**src/rtl/gti_pkg.sv**
```systemverilog
package gti_pkg;

  // grid store geometry; DEPTH is a power of two so read indices wrap by truncation
  localparam int DEPTH  = 4096;
  localparam int ADDR_W = $clog2(DEPTH);
  localparam int NY     = 16;
  localparam int NZ     = 16;

  // field and datapath widths
  localparam int SIZE_W    = 13;
  localparam int CFG_IDX_W = 3;
  localparam int U_W       = 21;   // local coordinate, clamped to +/-8.0 in Q16.16
  localparam int A_W       = 33;
  localparam int B_W       = 36;
  localparam int H_W       = 43;   // Horner partial sums
  localparam int M_W       = U_W + H_W;
  localparam int R_W       = 48;

  localparam logic [SIZE_W-1:0] SIZE_MIN = SIZE_W'(4);
  localparam logic [SIZE_W-1:0] SIZE_RST = SIZE_W'(16);
  localparam logic [31:0]       INV_RST  = 32'h0001_0000;

  typedef enum logic [1:0] {
    KIND_WRITE = 2'd0,
    KIND_LINE  = 2'd1,
    KIND_GRID  = 2'd2,
    KIND_NONE  = 2'd3
  } kind_t;

  typedef enum logic [CFG_IDX_W-1:0] {
    CFG_SIZE_X   = 3'd0,
    CFG_ORIGIN_X = 3'd1,
    CFG_ORIGIN_Y = 3'd2,
    CFG_ORIGIN_Z = 3'd3,
    CFG_INV_X    = 3'd4,
    CFG_INV_Y    = 3'd5,
    CFG_INV_Z    = 3'd6
  } cfg_idx_t;

  typedef enum logic [1:0] {
    AXIS_X = 2'd0,
    AXIS_Y = 2'd1,
    AXIS_Z = 2'd2
  } axis_t;

  typedef enum logic [1:0] {
    LVL_Z = 2'd0,
    LVL_Y = 2'd1,
    LVL_X = 2'd2
  } level_t;

  // controller to datapath
  typedef struct packed {
    logic       load;
    logic       wr;
    logic       ax_mul;
    logic       ax_sat;
    logic       ax_win;
    axis_t      axis;
    logic       rd_issue;
    logic       rd_capture;
    logic [1:0] rd_k;
    logic [1:0] slot;
    logic [1:0] i;
    logic [1:0] j;
    level_t     level;
    logic       cu_abc;
    logic       cu_mul;
    logic       cu_mul_c;
    logic       cu_h1;
    logic       cu_h2;
    logic       cu_r;
  } gti_cmd_t;

  // datapath to controller
  typedef struct packed {
    logic grid_mode;
  } gti_stat_t;

endpackage

```
**src/rtl/gti_ctrl.sv**
```systemverilog
module gti_ctrl (
  input  logic              clk,
  input  logic              rst_n,
  input  logic              start,
  input  logic [1:0]        in_kind,
  input  gti_pkg::gti_stat_t stat,
  output logic              busy,
  output logic              out_valid,
  output gti_pkg::gti_cmd_t cmd
);
  import gti_pkg::*;

  typedef enum logic [11:0] {
    ST_IDLE   = 12'b0000_0000_0001,
    ST_AX_MUL = 12'b0000_0000_0010,
    ST_AX_SAT = 12'b0000_0000_0100,
    ST_AX_WIN = 12'b0000_0000_1000,
    ST_RD     = 12'b0000_0001_0000,
    ST_C_ABC  = 12'b0000_0010_0000,
    ST_C_M1   = 12'b0000_0100_0000,
    ST_C_H1   = 12'b0000_1000_0000,
    ST_C_M2   = 12'b0001_0000_0000,
    ST_C_H2   = 12'b0010_0000_0000,
    ST_C_M3   = 12'b0100_0000_0000,
    ST_C_R    = 12'b1000_0000_0000
  } state_t;

  state_t     state_r, state_nxt;
  axis_t      axis_r, axis_nxt;
  level_t     level_r, level_nxt;
  logic [2:0] k_r, k_nxt;
  logic [1:0] i_r, i_nxt;
  logic [1:0] j_r, j_nxt;
  logic       valid_r, valid_nxt;
  logic       take;

  assign busy      = (state_r != ST_IDLE);
  assign out_valid = valid_r;
  assign take      = start && !busy;

  // decode commands from the current state and from an accepted transfer
  always_comb begin
    cmd            = '0;
    cmd.load       = take && (in_kind == KIND_LINE || in_kind == KIND_GRID);
    cmd.wr         = take && (in_kind == KIND_WRITE);
    cmd.ax_mul     = (state_r == ST_AX_MUL);
    cmd.ax_sat     = (state_r == ST_AX_SAT);
    cmd.ax_win     = (state_r == ST_AX_WIN);
    cmd.axis       = axis_r;
    cmd.rd_issue   = (state_r == ST_RD) && !k_r[2];
    cmd.rd_capture = (state_r == ST_RD) && (k_r != 3'd0);
    cmd.rd_k       = k_r[1:0];
    cmd.slot       = k_r[1:0] - 2'd1;
    cmd.i          = i_r;
    cmd.j          = j_r;
    cmd.level      = level_r;
    cmd.cu_abc     = (state_r == ST_C_ABC);
    cmd.cu_mul     = (state_r == ST_C_M1) || (state_r == ST_C_M2) || (state_r == ST_C_M3);
    cmd.cu_mul_c   = (state_r == ST_C_M1);
    cmd.cu_h1      = (state_r == ST_C_H1);
    cmd.cu_h2      = (state_r == ST_C_H2);
    cmd.cu_r       = (state_r == ST_C_R);
  end

  // sequence: axis setup, then read four samples and run one cubic, nested z/y/x
  always_comb begin
    state_nxt = state_r;
    axis_nxt  = axis_r;
    level_nxt = level_r;
    k_nxt     = k_r;
    i_nxt     = i_r;
    j_nxt     = j_r;
    valid_nxt = 1'b0;
    unique case (state_r)
      ST_IDLE: begin
        if (cmd.load) begin
          state_nxt = ST_AX_MUL;
          axis_nxt  = AXIS_X;
        end
      end
      ST_AX_MUL: state_nxt = ST_AX_SAT;
      ST_AX_SAT: state_nxt = ST_AX_WIN;
      ST_AX_WIN: begin
        if (!stat.grid_mode || axis_r == AXIS_Z) begin
          state_nxt = ST_RD;
          k_nxt     = 3'd0;
          i_nxt     = 2'd0;
          j_nxt     = 2'd0;
          level_nxt = stat.grid_mode ? LVL_Z : LVL_X;
        end else begin
          state_nxt = ST_AX_MUL;
          axis_nxt  = (axis_r == AXIS_X) ? AXIS_Y : AXIS_Z;
        end
      end
      ST_RD: begin
        k_nxt = k_r + 3'd1;
        if (k_r[2]) begin
          state_nxt = ST_C_ABC;
        end
      end
      ST_C_ABC: state_nxt = ST_C_M1;
      ST_C_M1:  state_nxt = ST_C_H1;
      ST_C_H1:  state_nxt = ST_C_M2;
      ST_C_M2:  state_nxt = ST_C_H2;
      ST_C_H2:  state_nxt = ST_C_M3;
      ST_C_M3:  state_nxt = ST_C_R;
      ST_C_R: begin
        unique case (level_r)
          LVL_Z: begin
            if (j_r == 2'd3) begin
              level_nxt = LVL_Y;
              state_nxt = ST_C_ABC;
            end else begin
              j_nxt     = j_r + 2'd1;
              k_nxt     = 3'd0;
              state_nxt = ST_RD;
            end
          end
          LVL_Y: begin
            if (i_r == 2'd3) begin
              level_nxt = LVL_X;
              state_nxt = ST_C_ABC;
            end else begin
              i_nxt     = i_r + 2'd1;
              j_nxt     = 2'd0;
              k_nxt     = 3'd0;
              level_nxt = LVL_Z;
              state_nxt = ST_RD;
            end
          end
          LVL_X: begin
            valid_nxt = 1'b1;
            state_nxt = ST_IDLE;
          end
          default: state_nxt = ST_IDLE;
        endcase
      end
      default: state_nxt = ST_IDLE;
    endcase
  end

  always_ff @(posedge clk) begin
    if (!rst_n) begin
      state_r <= ST_IDLE;
      axis_r  <= AXIS_X;
      level_r <= LVL_X;
      k_r     <= 3'd0;
      i_r     <= 2'd0;
      j_r     <= 2'd0;
      valid_r <= 1'b0;
    end else begin
      state_r <= state_nxt;
      axis_r  <= axis_nxt;
      level_r <= level_nxt;
      k_r     <= k_nxt;
      i_r     <= i_nxt;
      j_r     <= j_nxt;
      valid_r <= valid_nxt;
    end
  end

endmodule

```
**config.mk**
```make
export PLATFORM = sky130hd
export DESIGN_NAME = gti_ctrl
export DESIGN_NICKNAME = d
export VERILOG_FILES = /design/src/rtl/gti_pkg.sv /design/src/rtl/gti_ctrl.sv
export SDC_FILE = /design/constraint.sdc
export NUM_CORES = 1
export LEC_CHECK = 0
export BUFFER_PORTS_ARGS = -buffer_cell sky130_fd_sc_hd__buf_4
export CAP_MARGIN = 20
export CORE_MARGIN = 2
export CORE_UTILIZATION = 55
export CTS_CLUSTER_SIZE = 20
export DETAILED_ROUTE_END_ITERATION = 8
export PLACE_DENSITY = 0.81
export SLEW_MARGIN = 20
export SYNTH_ARGS = -nofsm -noshare
export SYNTH_HDL_FRONTEND = slang
export SYNTH_SLANG_ARGS = --single-unit
```
**constraint.sdc**
```tcl
create_clock -name clk -period 3 [get_ports clk]
set_input_delay 0 -clock clk [delete_from_list [all_inputs] [get_ports clk]]
set_output_delay 0 -clock clk [all_outputs]
set_load 0.03 [all_outputs]
```
==> flow_summary.ini, run 1 <==
[outcome]
status = finished, final reports clean

[job]
drv_cap = 0

[cells_and_area]
layout_commonest_cell = buf_4
fin_nets = 221
drive_above_1_share = 0.239
regArea_um2 = 480
multi_input_area_um2 = 877
num_antenna_cells = 0
fill_cells = 227
area_delta_synth_final_pct = 19.3
layout_common_cells = 34 x buf_4, 24 x dfxtp_1, 20 x nor2_1
instances_no_fill = 239

[drt]
drt-vias-per-instance = 5.90
vias = 1409
postRouteAntennaNets = 0
routed-wl-met2_um = 1590
dr_wl_met3_um = 188
topRoutingLayerUsed = met4
drt-total-wl_um = 3360
firstDrtPassIters = 4
drt_iter0_drc = 47
wl_met1_um = 1530
drc = 0
wl_per_cell_um = 14.0

[sta]
finalMaxSlewViolations = 0
hold_viol = 0
fin_crit_ns = 2.21
tns_ns = 0
skew_ns = 0.00263
period_share = 0.738
fmax_mhz = 452
worst_pin_slew_ns = 0.823
rsz0062_at_grt = no
timing.final.ws_setup_ns = 0.786
finalSetupViolCount = 0
slew-limit-headroom = 0.446

[placement]
dp.final_hpwl_um = 2570
io_buffer_count = 32
dp_slack_ns = 0.930
place.gp.congestion = 0.848
placed_cells = 234

[setup_path]
critPathBufInv = 2
path_cells = nor4_1 -> nand3_1 -> nor2_1 -> buf_4 -> buf_4
critical-path-top-delay-family = simple AND/OR/NAND/NOR gates
r2r_cells = 6
end_kind = output port
crit_fanout = 8
worst_setup_path_start_kind = register
r2r_start = state_r[8]$_SDFFE_PN0P_
cpMostUsedCell = buf_4
crit_required_ns = 3.00
slowest_delay_ns = 0.52
cpMaxStageDelayCell = nor4_1
crit-reg2reg-capture = state_r[9]$_SDFFE_PN0P_
criticalPathCategory = register to output port
reg2reg_slack_ns = 0.90
arrival_ns = 2.21

[clock_network]
clock_latency_ns = 0.32
cts_buffers = 3
post_cts_buffers = 0
cts_hold_buf = 1
cts_resized = 0
clkTransAtPathRegs_ns = 0.13
htreeDepth = 1
cts_root_buf = clkbuf_4
clockBufferDepth = 2
cts_sinks = 24
cts_tree = yes

[min_path]
min_path_cells = 4
hold_start = stat
min_path_type = primary input to register
min_to = level_r[1]$_SDFFE_PN1P_

[yosys]
synth_edf_count = 0
yosys-top-cells-area = dfxtp_1 33%, nor2_1 5.1%, ha_1 4.3%
netlist-cell-type-count = 48
ys_ff_latch = 24
syn_nets = 191
synth.avg_cell_area_um2 = 8.12
yosys.area.top_type = dfxtp_1
async_flop_share = 0
ys_warn_count = 0
synthFlopType = dfxtp_1
netlist_area_um2 = 1460
ys_seq_area_frac = 0.329
syn_inst = 180
yosys.area.top_type_share = 0.329

[pwr]
power.internal_uw = 459
switching_power_uw = 207
p_comb_frac = 0.226
power_leakage_nw = 0.775
power.density_nw_per_um2 = 382
ir_drop_mv = 0.397
p_clk_frac = 0.262
sw_frac_of_total = 0.311
pwr-share-seq = 0.511

[die]
dieWidth_um = 55.5
start_util = 0.585
pin_count = 33
dieArea_um2 = 3090
num_rows = 18
die_y_um = 55.5
coreArea_um2 = 2500

[grt]
grt-ovfl-total = 0
antenna_found_initial = 0
grt_pass1_vias = 1289
grt_first_pass_wirelength_um = 5730
grt_usage = 0.230
grt_max_degree = 18
## stage by stage
| step | total power [mW] | cell area, µm² | hold slack (ns) | util |
|---|---|---|---|---|
| final | 0.666 | 1740 | 0.0744 | 0.697 |
| after global routing | 0.698 | 1740 | 0.145 | 0.697 |
| after CTS | 0.667 | 1740 | 0.0725 | 0.697 |
| after detailed placement | 0.495 | 1700 | 0.288 | 0.679 |
| after global placement | 0.493 | 1700 | 0.284 | 0.679 |
| after floorplan | 0.443 | 1460 | 0.157 | - |
## worst max-delay path by stage
stage / from / endpoint / slack, ns / cells after the start
floorplan: state_r[9]$_SDFFE_PN0P_ / axis_r[0]$_SDFFE_PN0P_ / 0.80 / 6
global placement: state_r[0]$_SDFFE_PN1P_ / state_r[9]$_SDFFE_PN0P_ / 0.96 / 6
detailed placement: state_r[8]$_SDFFE_PN0P_ / k_r[1]$_SDFFE_PN0P_ / 0.93 / 6
CTS: state_r[0]$_SDFFE_PN1P_ / cmd[17] / 0.81 / 5
global route: state_r[1]$_SDFFE_PN0P_ / cmd[17] / 0.65 / 5
finish: state_r[1]$_SDFFE_PN0P_ / cmd[17] / 0.79 / 5
## state kept, by name, summed over array words and instances, names as in the netlist
name       flops
state_r       12
i_r            2
j_r            2
k_r            3
axis_r         2
out_valid      1
level_r        2
## cell usage after synthesis, types with 4 or more instances
master   count
nor2b_1      6
and4b_1      4
o21ai_0     11
nor3_1       4
dfxtp_1     24
ha_1         5
nor4_1       5
a21oi_1     10
nor3b_1      7
nand2_1     15
inv_1       10
nand3_1      7
nor2_1      20
## power groups by stage
stage,clock network (mW),logic [mW],registers (mW)
detailed placement,0,0.148,0.347
CTS,0.177,0.150,0.340
global route,0.189,0.167,0.343
floorplan,0,0.0985,0.344
finish,0.175,0.151,0.340
global placement,0,0.146,0.347
## cell type report
| class | instances | area share |
|---|---|---|
| tap | 30 | 0.0215 |
| timing repair buffer | 35 | 0.152 |
| inverter | 11 | 0.0266 |
| sequential | 24 | 0.276 |
| multi-input combinational | 135 | 0.503 |
| clock buffer | 4 | 0.0208 |
## worst register-to-register path: stages (launching register included)
cell and delay [ns]:
dfxtp_1 0.41, nor4_1 0.50, nand4_1 0.31, o21ai_1 0.32
buf_4 0.20, or2_2 0.18, nor4_1 0.07
## layer usage
metal / track usage / up-vias
met5: 0 / -
met4: 0.0871 / 0
met3: 0.0304 / 5
met2: 0.389 / 39
met1: 0.294 / 671
li1: - / 694
## kinds of logic after synthesis
logic type | Yosys count | synth area share
simple gates | 87 | 0.354
compound gates | 36 | 0.159
flops | 24 | 0.329
buf+inv | 21 | 0.0711
fa+ha+maj | 5 | 0.0428
xor+xnor | 4 | 0.0240
mux | 3 | 0.0205
Power figures use the tool's default switching activity.
==> run 2: changes to the inputs <==
CORE_UTILIZATION = 48   (was 55)
PLACE_DENSITY = 0.75   (was 0.81)
clock period = 2 ns   (was 3 ns; I/O delays follow)
==> flow_summary.ini, run 2 (synthesis results as in run 1) <==
[pwr]
power.density_nw_per_um2 = 540
p_total_mw = 1.09
ir_drop_mv = 0.330
power_leakage_nw = 0.907

[sta]
finalMaxSlewViolations = 0
fin_crit_ns = 1.95
period_share = 0.974
fmax_mhz = 513
timing.final.ws_setup_ns = 0.0515
slew-limit-headroom = 0.775
hold_viol = 0
finalSetupViolCount = 0
worst_pin_slew_ns = 0.336
skew_ns = 0.00101

[drt]
drt-vias-per-instance = 5.74
vias = 1499
drt-total-wl_um = 3890
firstDrtPassIters = 4
wl_per_cell_um = 14.9
postRouteAntennaNets = 0
drt_iter0_drc = 43
drc = 0

[setup_path]
crit_required_ns = 2.22
slowest_delay_ns = 0.54
criticalPathCategory = register to register
path_cells = or4b_4 -> or3_4 -> clkinv_8 -> nor2_4 -> a211oi_4 -> a31oi_1
worst_setup_path_start_kind = register
arrival_ns = 2.17
cpMaxStageDelayCell = or4b_4
end_kind = register
crit_fanout = 5

[cells_and_area]
drive_above_1_share = 0.364
instances_no_fill = 261
top_regs = state_r (12), k_r (3)
layout_common_cells = 52 x buf_4, 21 x dfxtp_1, 17 x nor2_1
num_antenna_cells = 0
fin_area_um2 = 2020
fin_nets = 240
regMostFlops = state_r
largest_register_ffs = 12
fill_cells = 235
area_delta_synth_final_pct = 38.4
layout_commonest_cell = buf_4

[placement]
dp.final_hpwl_um = 2790
dp_slack_ns = 0.0504
placed_cells = 254
postPlaceCellArea_um2 = 1870
io_buffer_count = 32
place.gp.congestion = 0.867

[clock_network]
clockBufferDepth = 2
htreeDepth = 1
cts_buffers = 3
clock_latency_ns = 0.32
cts_sinks = 24
cts_tree = yes
cts_root_buf = clkbuf_4
clkTransAtPathRegs_ns = 0.14

[die]
start_util = 0.491
dieArea_um2 = 3500
num_rows = 20
dieWidth_um = 59.2
coreArea_um2 = 2980
die_y_um = 59.2
pin_count = 33

[job]
drv_cap = 0

[min_path]
min_path_type = primary input to register

[grt]
grt_usage = 0.230
grt_first_pass_wirelength_um = 6190
grt_pass1_vias = 1352
grt-ovfl-total = 0
antenna_found_initial = 0
grt_max_degree = 18

[outcome]
status = finished, final reports clean
==> run 2: cell types whose count changed in the layout (fill, tap and decap cells not counted), sizes merged <==
cell,change
buf,+19
==> run 2: final cells by class <==
cell class,instances,area (µm²),share of cell area
Tap cell,33,41.3,0.0204
Sequential cell,24,487,0.241
Clock buffer,4,36.3,0.0179
Multi-Input combinational cell,135,983,0.486
Timing Repair Buffer,54,420,0.208
Inverter,11,53.8,0.0266
==> run 2: path summary, 6_finish.rpt <==
path                                start                       to  slack, ns  cells past startpoint
setup / recovery  state_r[1]$_SDFFE_PN0P_      k_r[2]$_SDFFE_PN0P_       0.05                      6
hold / removal                       stat  level_r[1]$_SDFFE_PN1P_       0.05                      4
setup reg to reg  state_r[1]$_SDFFE_PN0P_      k_r[2]$_SDFFE_PN0P_       0.05                      6
hold reg to reg       j_r[1]$_SDFFE_PN0P_      j_r[1]$_SDFFE_PN0P_       0.50                      2
==> run 2: layer usage <==
layer,GRT usage,part of all wire
met1,0.307,0.44
met2,0.383,0.50
met3,0.0240,0.043
met4,0.0844,0.014
met5,0,0
==> run 2: per-stage QoR <==
step | TNS [ns] | hold slack [ns] | utilization
after floorplan | -0.0853 | 0.157 | -
after global placement | 0 | 0.287 | 0.628
after detailed placement | 0 | 0.293 | 0.628
after CTS | 0 | 0.0391 | 0.651
after global routing | -0.00279 | 0.0721 | 0.679
final | 0 | 0.0507 | 0.679
==> run 2: timing repair <==
action | CTS | global route
endpoints found under the hold margin | 2 | 0
buffers inserted | 0 | 2
endpoints found under the setup margin | 4 | 16
hold buffers | 1 | 0
pin swaps | 0 | 9
resized for setup | 4 | 14
==> run 2: critical path, delay by kind of cell (launching register included) <==
family	cells	cell delay (ns)
AND/OR/NAND/NOR	3	1.06
AO/OA/AOI/OAI	2	0.35
buffers and inverters	1	0.08
flip-flops	1	0.35
==> run 2: where the power goes <==
group | internal [mW] | switching, mW | total [mW]
clock | 0.111 | 0.155 | 0.266
combinational | 0.136 | 0.190 | 0.326
sequential | 0.492 | 0.00797 | 0.500
